===== config.mk =====
export PLATFORM = sky130hd
export DESIGN_NAME = min_priority_queue_unordered_unit
export DESIGN_NICKNAME = d
export VERILOG_FILES = /design/src/mpq_pkg.sv /design/src/mpq_ctrl.sv /design/src/mpq_dp.sv /design/src/min_priority_queue_unordered_unit.sv
export SDC_FILE = /design/constraint.sdc
export NUM_CORES = 2
export LEC_CHECK = 0
export BUFFER_PORTS_ARGS = -buffer_cell sky130_fd_sc_hd__buf_4
export CORE_MARGIN = 5
export CORE_UTILIZATION = 57
export CTS_CLUSTER_DIAMETER = 40
export CTS_CLUSTER_SIZE = 16
export DETAILED_ROUTE_END_ITERATION = 10
export PLACE_DENSITY_LB_ADDON = 0.2
export SLEW_MARGIN = 15
export SYNTH_ARGS = -nofsm -noshare
export SYNTH_HDL_FRONTEND = slang
export SYNTH_SLANG_ARGS = --single-unit
export TNS_END_PERCENT = 100

===== constraint.sdc =====
create_clock -name clk -period 12.1 [get_ports clk]
set_input_delay 0.605 -clock clk [delete_from_list [all_inputs] [get_ports clk]]
set_output_delay 0.605 -clock clk [all_outputs]
set_load 0.03 [all_outputs]

===== src/mpq_pkg.sv =====
package mpq_pkg;

	localparam int CAPACITY = 64;
	localparam int IDX_W = $clog2(CAPACITY);
	localparam int CNT_W = 7;
	localparam int KEY_W = 32;
	localparam int KIND_W = 2;
	localparam int STAT_W = 2;

	localparam logic [KIND_W-1:0] KIND_INSERT = 2'd0;
	localparam logic [KIND_W-1:0] KIND_DELMIN = 2'd1;
	localparam logic [KIND_W-1:0] KIND_CLEAR = 2'd2;

	localparam logic [STAT_W-1:0] STAT_OK = 2'd0;
	localparam logic [STAT_W-1:0] STAT_FULL = 2'd1;
	localparam logic [STAT_W-1:0] STAT_EMPTY = 2'd2;

	typedef struct packed {
		logic start;
		logic scan;
		logic commit;
	} mpq_cmd_t;

	typedef struct packed {
		logic last_addr;
	} mpq_stat_t;

endpackage


===== src/mpq_ctrl.sv =====
module mpq_ctrl
	import mpq_pkg::*;
(
	input  logic               clk,
	input  logic               arst_n,
	input  logic               in_valid,
	output logic               in_ready,
	input  logic [KIND_W-1:0]  kind,
	output logic               out_valid,
	input  logic               out_ready,
	output mpq_cmd_t           cmd,
	input  mpq_stat_t          stat
);

	typedef enum logic [3:0] {
		ST_IDLE   = 4'b0001,
		ST_SCAN   = 4'b0010,
		ST_DRAIN  = 4'b0100,
		ST_COMMIT = 4'b1000
	} state_t;

	state_t state_q, state_d;
	logic out_valid_q;
	logic out_free;

	assign out_free = !out_valid_q || out_ready;
	assign in_ready = (state_q == ST_IDLE);
	assign out_valid = out_valid_q;

	always_comb begin
		state_d = state_q;
		cmd = '0;
		unique case (state_q)
			ST_IDLE: begin
				if (in_valid) begin
					cmd.start = 1'b1;
					state_d = (kind == KIND_CLEAR) ? ST_COMMIT : ST_SCAN;
				end
			end
			ST_SCAN: begin
				cmd.scan = 1'b1;
				if (stat.last_addr) begin
					state_d = ST_DRAIN;
				end
			end
			ST_DRAIN: begin
				state_d = ST_COMMIT;
			end
			ST_COMMIT: begin
				if (out_free) begin
					cmd.commit = 1'b1;
					state_d = ST_IDLE;
				end
			end
			default: begin
				state_d = ST_IDLE;
			end
		endcase
	end

	always_ff @(posedge clk or negedge arst_n) begin
		if (!arst_n) begin
			state_q <= ST_IDLE;
			out_valid_q <= 1'b0;
		end else begin
			state_q <= state_d;
			if (cmd.commit) begin
				out_valid_q <= 1'b1;
			end else if (out_ready) begin
				out_valid_q <= 1'b0;
			end
		end
	end

	assert property (@(posedge clk) disable iff (!arst_n)
		(in_valid && in_ready) |=> !in_ready)
		else $error("accept while busy");

	assert property (@(posedge clk) disable iff (!arst_n)
		$rose(out_valid_q) |-> $past(state_q == ST_COMMIT))
		else $error("result outside commit");

	assert property (@(posedge clk) disable iff (!arst_n)
		(out_valid_q && !out_ready) |-> !cmd.commit)
		else $error("pending result overwritten");

endmodule


===== src/mpq_dp.sv =====
module mpq_dp
	import mpq_pkg::*;
(
	input  logic                     clk,
	input  logic                     arst_n,
	input  mpq_cmd_t                 cmd,
	output mpq_stat_t                stat,
	input  logic [KIND_W-1:0]        kind,
	input  logic signed [KEY_W-1:0]  key,
	output logic [STAT_W-1:0]        status,
	output logic signed [KEY_W-1:0]  removed_key,
	output logic signed [KEY_W-1:0]  min_key,
	output logic                     empty_res,
	output logic [CNT_W-1:0]         count
);

	logic signed [KEY_W-1:0] mem [CAPACITY];

	logic [KIND_W-1:0]       op_q;
	logic signed [KEY_W-1:0] key_q;
	logic [IDX_W-1:0]        idx_q;
	logic [CAPACITY-1:0]     valid_q;
	logic [CNT_W-1:0]        count_q;

	logic signed [KEY_W-1:0] rd_data_s1;
	logic                    entry_s1;
	logic [IDX_W-1:0]        idx_s1;
	logic                    eval_s1;

	logic                    has_best_q;
	logic signed [KEY_W-1:0] best_q;
	logic [IDX_W-1:0]        best_idx_q;
	logic                    has_sec_q;
	logic signed [KEY_W-1:0] sec_q;
	logic                    has_free_q;
	logic [IDX_W-1:0]        free_idx_q;

	logic [STAT_W-1:0]       status_q;
	logic signed [KEY_W-1:0] removed_q;
	logic signed [KEY_W-1:0] min_q;
	logic                    empty_q;

	logic [STAT_W-1:0]       nxt_status;
	logic signed [KEY_W-1:0] nxt_removed;
	logic signed [KEY_W-1:0] nxt_min;
	logic [CNT_W-1:0]        nxt_count;
	logic                    ins_ok;
	logic                    del_ok;
	logic                    mem_we;

	assign stat.last_addr = (idx_q == IDX_W'(CAPACITY - 1));
	assign ins_ok = (op_q == KIND_INSERT) && has_free_q;
	assign del_ok = (op_q == KIND_DELMIN) && has_best_q;
	assign mem_we = cmd.commit && ins_ok;

	assign status = status_q;
	assign removed_key = removed_q;
	assign min_key = min_q;
	assign empty_res = empty_q;
	assign count = count_q;

	// key store, one read port for the scan, one write port for insert
	always_ff @(posedge clk) begin
		if (mem_we) begin
			mem[free_idx_q] <= key_q;
		end
		if (cmd.scan) begin
			rd_data_s1 <= mem[idx_q];
		end
	end

	always_ff @(posedge clk) begin
		if (cmd.start) begin
			op_q <= kind;
			key_q <= key;
		end
		if (cmd.scan) begin
			entry_s1 <= valid_q[idx_q];
			idx_s1 <= idx_q;
		end
	end

	always_ff @(posedge clk or negedge arst_n) begin
		if (!arst_n) begin
			idx_q <= '0;
			eval_s1 <= 1'b0;
		end else begin
			eval_s1 <= cmd.scan;
			if (cmd.start) begin
				idx_q <= '0;
			end else if (cmd.scan) begin
				idx_q <= idx_q + IDX_W'(1);
			end
		end
	end

	// least and second least valid key, lowest free slot
	always_ff @(posedge clk or negedge arst_n) begin
		if (!arst_n) begin
			has_best_q <= 1'b0;
			best_q <= '0;
			best_idx_q <= '0;
			has_sec_q <= 1'b0;
			sec_q <= '0;
			has_free_q <= 1'b0;
			free_idx_q <= '0;
		end else if (cmd.start) begin
			has_best_q <= 1'b0;
			has_sec_q <= 1'b0;
			has_free_q <= 1'b0;
		end else if (eval_s1) begin
			if (entry_s1) begin
				if (!has_best_q || (rd_data_s1 < best_q)) begin
					has_sec_q <= has_best_q;
					sec_q <= best_q;
					has_best_q <= 1'b1;
					best_q <= rd_data_s1;
					best_idx_q <= idx_s1;
				end else if (!has_sec_q || (rd_data_s1 < sec_q)) begin
					has_sec_q <= 1'b1;
					sec_q <= rd_data_s1;
				end
			end else if (!has_free_q) begin
				has_free_q <= 1'b1;
				free_idx_q <= idx_s1;
			end
		end
	end

	always_comb begin
		nxt_status = STAT_OK;
		nxt_removed = '0;
		nxt_min = has_best_q ? best_q : '0;
		nxt_count = count_q;
		unique case (op_q)
			KIND_INSERT: begin
				if (has_free_q) begin
					nxt_count = count_q + CNT_W'(1);
					if (!has_best_q || (key_q < best_q)) begin
						nxt_min = key_q;
					end
				end else begin
					nxt_status = STAT_FULL;
				end
			end
			KIND_DELMIN: begin
				if (has_best_q) begin
					nxt_removed = best_q;
					nxt_min = has_sec_q ? sec_q : '0;
					nxt_count = count_q - CNT_W'(1);
				end else begin
					nxt_status = STAT_EMPTY;
				end
			end
			KIND_CLEAR: begin
				nxt_min = '0;
				nxt_count = '0;
			end
			default: begin
				nxt_status = STAT_OK;
			end
		endcase
	end

	always_ff @(posedge clk or negedge arst_n) begin
		if (!arst_n) begin
			valid_q <= '0;
			count_q <= '0;
		end else if (cmd.commit) begin
			count_q <= nxt_count;
			if (op_q == KIND_CLEAR) begin
				valid_q <= '0;
			end else if (ins_ok) begin
				valid_q[free_idx_q] <= 1'b1;
			end else if (del_ok) begin
				valid_q[best_idx_q] <= 1'b0;
			end
		end
	end

	always_ff @(posedge clk) begin
		if (cmd.commit) begin
			status_q <= nxt_status;
			removed_q <= nxt_removed;
			min_q <= nxt_min;
			empty_q <= (nxt_count == '0);
		end
	end

	assert property (@(posedge clk) disable iff (!arst_n)
		$countones(valid_q) == int'(count_q))
		else $error("entry count out of step with valid bits");

	assert property (@(posedge clk) disable iff (!arst_n)
		int'(count_q) <= CAPACITY)
		else $error("entry count above capacity");

	assert property (@(posedge clk) disable iff (!arst_n)
		(cmd.commit && del_ok) |=> !valid_q[$past(best_idx_q)])
		else $error("deleted slot still valid");

endmodule


===== src/min_priority_queue_unordered_unit.sv =====
// Min priority queue over an unordered store of 64 signed 32-bit keys. Each request
// is an insert, a delete of the least key or a clear, and gives one result with a
// status, the removed key, the least key after the step, an empty flag and the count.
// Insert, delete and the unused kind scan the whole store through the single read
// port of the key memory, one entry a cycle: accept, a read of each entry, a drain
// step for the last read, then commit once the output is free; a clear goes straight from
// accept to commit. The next request is accepted while a result waits at the output.
module min_priority_queue_unordered_unit
	import mpq_pkg::*;
(
	input  logic                     clk,
	input  logic                     arst_n,
	input  logic                     in_valid,
	output logic                     in_ready,
	input  logic [KIND_W-1:0]        kind,
	input  logic signed [KEY_W-1:0]  key,
	output logic                     out_valid,
	input  logic                     out_ready,
	output logic [STAT_W-1:0]        status,
	output logic signed [KEY_W-1:0]  removed_key,
	output logic signed [KEY_W-1:0]  min_key,
	output logic                     empty_res,
	output logic [CNT_W-1:0]         count
);

	mpq_cmd_t  cmd;
	mpq_stat_t stat;

	mpq_ctrl u_ctrl (
		.clk       (clk),
		.arst_n    (arst_n),
		.in_valid  (in_valid),
		.in_ready  (in_ready),
		.kind      (kind),
		.out_valid (out_valid),
		.out_ready (out_ready),
		.cmd       (cmd),
		.stat      (stat)
	);

	mpq_dp u_dp (
		.clk         (clk),
		.arst_n      (arst_n),
		.cmd         (cmd),
		.stat        (stat),
		.kind        (kind),
		.key         (key),
		.status      (status),
		.removed_key (removed_key),
		.min_key     (min_key),
		.empty_res   (empty_res),
		.count       (count)
	);

endmodule


# After elaboration in Yosys (flattened, before gate mapping)
# Memories as Yosys holds them, arrays and structs flattened. A register that Yosys moved wholly into a read port is not among the register bits.
# Index checks and enable logic that the tools add are counted.
# totals
reg_bits	270
latchBits	0
mem_bits_rw	2048
mem_bits_ro	0
inputBits	38
output_inout_bits	76
wordCells	132
memories	1
# op_classes
addsub	3
multipliers	0
div	0
n_lt_le_gt_ge	8
eq_ne	12
shifts	0
muxes	51
n_bitwise	6
n_reduce_logical	30
# mem_list
name	words	width	read_ports	rd_clocked_by_memory_dff	wr	line	rtl
u_dp.mem	64	32	1	1	1	mpq_dp.sv:17	logic signed [KEY_W-1:0] mem [CAPACITY];
# ops
op	n
32-bit two-way mux	7
64-bit two-way mux	3
32-bit less-than comparator	3
32-bit case mux with 3 select lines	1
64-bit bitwise AND	1
64-bit NOT	1
64-bit bitwise OR	1
1-bit two-way mux	25
6-bit by 7-bit less-than comparator with 1-bit output, second input constant	3
7-bit case mux with 3 select lines	1
4-bit two-way mux	4
4-bit case mux with 4 select lines	1
7-bit two-way mux	2
1-bit demux with 6-bit select	2
6-bit by 1-bit >= comparator with 1-bit output, second input constant	2
6-bit two-way mux	2
4-bit AND reduction	3
2-bit nonzero test	6
3-bit AND reduction	3
7-bit by 1-bit adder with 7-bit output, second input constant	1
7-bit zero test	1
7-bit by 1-bit subtractor with 7-bit output, second input constant	1
6-bit by 1-bit adder with 6-bit output, second input constant	1
1-bit binary-select mux with 6-bit select	1
18 further kinds	34

# Longest topological paths before layout
# depth
word_depth	9
depth_mapped	12

# Cells and area by module
# Synthesis repeated with hierarchy kept, for this count alone.
# hier_totals
hier_cells	4381
hier_area_um2	93280.7
# modules_own_cells
module	n_inst	cells_each	area_per_inst_um2	seq_area_each_um2
mpq_dp	1	4356	93029.2	69631.8
mpq_ctrl	1	25	251.5	126.4

# Worst setup path before layout
# Ideal clock, no wire load.
# synth_timing
kind	register to register
from	register u_ctrl.state_q[3]
to	register u_ctrl.state_q[3]
setup_time_ps	131
t_arrival_ps	6514
required_time_ps	11969
slack_ps	5455
path_stages_with_launch	6
path_buffers	1
synth_period_minus_slack_ps	6645
path_cell_list	dfrtp_1 > clkbuf_1 > nor4b_1 > o21ai_0 > nand3_1 > o41ai_1
# synth_between
elab_chain_len	3
elab_cells_between_ends	9
# synth_lines
item	line	rtl
from (decl)	mpq_ctrl.sv:22	state_t state_q, state_d;
from (signal assigned)	mpq_ctrl.sv:66	state_q <= state_d;
4-bit == test (tied with other cells)	mpq_ctrl.sv:33	unique case (state_q)
2-bit by 1-bit inequality test with 1-bit output (no source line) or 2-bit inequality test (tied branches)	-	
3-bit AND reduction (no source line)	-	
# Several ways; a longest one is shown, not always the timed one.
# A chain may end at the register's enable or synchronous reset.

==> impl_metrics.py <==
metrics = {
    "floorplan": {
        "placementRows": 148,
        "die-height_um": 415,
        "floorplan.core_area_um2": 163000,
        "dieArea_um2": 173000,
        "floorplan.initialDensity_pct": 57.4,
        "io_pins": 114,
        "chip_width_um": 415,
    },
    "pwr": {
        "vdd.ir_drop.worst_uv": 138,
        "pwr_density_cell_nw_per_um2": 216,
        "power_leakage_nw": 34.6,
    },
    "sta": {
        "finalHoldViolations": 0,
        "totalNegativeSetupSlack_ns": 0,
        "worst_slew_pin_slew_ns": 1.29,
        "post-route-min-period_ns": 4.68,
        "slew_headroom_pct": 13.4,
        "maxSlewViolCount": 0,
        "fmaxAchievable_mhz": 214,
        "unrepaired_setup_endpoints_after_global_routing": "no",
        "fin_worst_skew_ns": 0.0617,
        "final_setup_violation_count": 0,
        "timing.final.crit_share_pct": 38.7,
    },
    "run_status": {
        "run_status": "finished, final reports clean",
    },
    "synth": {
        "register_area_share_after_synthesis_pct": 74.4,
        "synth_edf_count": 2188,
        "netlist_instances": 4371,
        "netlist-cell-type-count": 62,
        "synth_area_per_cell_um2": 21.4,
        "synthDominantAreaCellType": "edfxtp_1",
        "syn-cell-area_um2": 93700,
        "synth.ff_latch_count": 2350,
        "yosysWarningCount": 0,
        "synth.top_cells.by_area": "edfxtp_1, mux4_2, dfrtp_1",
        "synth_flop_cell": "edfxtp_1",
        "async_reset_ff_share_pct": 6.89,
        "syn_nets": 4505,
        "synthDominantCellAreaShare_pct": 70.1,
    },
    "final_layout": {
        "final_cell_area_um2": 108000,
        "layout_cells_sized_above_1_pct": 31.7,
        "areaGrowthSynthToFinish_pct": 15.5,
        "final_nets": 4867,
        "fill_cells": 10282,
        "mostFrequentLayoutCell": "edfxtp_1",
        "layout_common_cells": "edfxtp_1, mux4_2, clkbuf_16",
    },
    "drt": {
        "drt-total-wl_um": 245000,
        "drt-pass1-iter-count": 8,
        "ant_nets": 0,
        "drc": 0,
        "avgViaCountPerCell": 6.81,
        "drt-wirelength-per-cell_um": 34.4,
        "drt_first_iter_violations": 7494,
        "routed-via-count": 48480,
    },
    "worst_hold_path": {
        "hp-class": "input pin to asynchronous set/reset pin",
    },
    "worst_setup_path": {
        "crit_path_end_kind": "flip-flop",
        "regToRegSetupSlack_ns": 7.42,
        "end_of_the_worst_register_to_register_path": "u_dp.rd_data_s1[2]",
        "crit-reg2reg-launch": "u_dp.idx_q[0]",
        "worstRegToRegCells": 5,
        "critical_path_arrival_ns": 5.33,
        "worstPathRequired_ns": 12.75,
        "startpoint_type": "flip-flop",
        "path_class": "flip-flop to flip-flop",
        "path_max_fanout": 111,
    },
    "global_routing": {
        "global_route.overflow_total": 0,
        "grt.total_usage_pct": 28.6,
        "first_pass_grt_wire_length_um": 352000,
        "number_of_global_route_vias_before_repair": 48314,
        "antenna_found_initial": 20,
        "pin_count_of_the_biggest_net_entering_global_routing": 125,
    },
    "clock_tree": {
        "tritoncts": "yes",
        "cts-root-to-sink-buffers": 4,
        "h-tree-depth": 5,
        "cts.clk_slew.worst_paths_ns": 0.06,
        "tritoncts_num_sinks": 2350,
        "post_cts_buffers": 0,
        "cts_root_buf": "clkbuf_16",
        "source_to_sink_clock_delay_at_the_later_pin_of_the_worst_skew_pair_ns": 0.93,
        "cts_buffers": 292,
    },
    "placement": {
        "place.gp.congestion": 0.857,
        "detailedPlacementHpwl_um": 136000,
        "buffer_ports.inserted": 113,
        "dp_area_um2": 98200,
    },
    "run": {
        "max_cap_viol_count": 0,
    },
}
[critical path, cell delays in order (launching register included)]
cell and delay (ns):
dfrtp_4 1.01, buf_4 0.76, buf_12 0.61, mux4_2 0.60, mux4_2 0.59, mux4_2 0.49
[synth_stat cells, types with 3 or more instances]
library cell,count
a2111oi_0,4
a211oi_1,4
a21boi_0,3
a21o_1,15
a21oi_1,163
a222oi_1,32
a31oi_1,4
and2_1,37
and3_1,5
buf_1,57
buf_2,7
buf_6,3
clkbuf_1,177
clkbuf_2,3
dfrtp_1,161
edfxtp_1,2188
ha_1,96
inv_1,75
mux2_1,39
mux2_2,39
mux2i_1,63
mux4_2,693
nand2_1,56
nand2b_1,10
nand3_1,26
nand3b_1,36
nand4_1,55
nand4b_1,3
nor2_1,102
nor2b_1,8
nor3_1,18
nor4_1,6
nor4b_1,3
o211ai_1,36
o21a_1,4
o21ai_0,91
or3_1,8
xor2_1,6
[layout make-up]
type,instances,area (µm²),share of cell area (%)
flip-flops and latches,2350,69800,64.5
multi-input cells,1697,23300,21.5
clock buffers,332,7750,7.16
well taps,2175,2720,2.51
repair buffers,317,2530,2.33
clock inverters,176,1930,1.78
inverters,75,283,0.261
diodes,2,5.00,0.00462
[logic make-up after synthesis]
logic type | after synthesis | synth area share, %
and+or+nand+nor | 382 | 2.16
buffers and inverters | 324 | 1.34
xor gates and xnor gates | 8 | 0.0748
DFF | 2350 | 74.4
muxes | 835 | 18.3
adders and majority gates | 96 | 1.28
AOI/OAI and AO/OA | 376 | 2.43
[repair_timing]
| action | 4_1_cts | 5_1_grt |
|---|---|---|
| resized for setup | 0 | 0 |
| endpoints found under the hold margin | 98 | 0 |
| hold buffers | 37 | 0 |
[metal layers]
metal  track usage, %  routed length, µm  vias to the layer above
li1                 -                  -                    19242
met1             41.8              92400                    25630
met2             44.5             117000                     3204
met3             6.87              30600                      404
met4             7.25               5650                        0
met5                0                  0                        -
[stage by stage]
step	total power, mW	hold WS [ns]	setup slack (ns)	util [%]	instances
4_1_cts	23.5	0.245	7.33	66.4	7122
5_1_grt	24.3	0.326	7.03	66.4	7122
3_3_place_gp	14.8	0.476	7.37	60.2	6577
2_1_floorplan	13.3	0.309	5.45	-	4371
6_report	23.4	0.287	7.42	66.4	7124
3_5_place_dp	14.9	0.486	7.33	60.2	6577
[how the worst max path moves through the flow]
stage                     cells after the start             endpoint               from  slack, ns
after detailed placement                      5  u_dp.rd_data_s1[12]      u_dp.idx_q[0]       7.33
after global routing                          5   u_dp.rd_data_s1[2]      u_dp.idx_q[0]       7.03
final                                         5   u_dp.rd_data_s1[2]      u_dp.idx_q[0]       7.42
after CTS                                     5   u_dp.rd_data_s1[2]      u_dp.idx_q[0]       7.33
after global placement                        5   u_dp.rd_data_s1[2]      u_dp.idx_q[0]       7.37
after floorplan                               5    u_ctrl.state_q[3]  u_ctrl.state_q[3]       5.45
[state kept, by name, summed over array words and instances, names as in the netlist, 2 cells and up]
name              flops
u_dp.mem           2048
u_dp.best_q          32
u_dp.valid_q         64
u_dp.free_idx_q       6
u_dp.sec_q           32
u_dp.min_key         32
u_dp.idx_s1           6
u_dp.key_q           32
u_dp.removed_key     32
u_dp.op_q             2
u_dp.best_idx_q       6
u_dp.idx_q            6
u_dp.status           2
u_ctrl.state_q        4
u_dp.count            7
u_dp.rd_data_s1      32
[power by group]
part	internal [mW]	switching, mW	leakage, nW
logic	2.14	2.75	8.17
registers	9.49	0.427	21.8
clock network	5.15	3.47	4.66
Power figures use the tool's default switching activity.
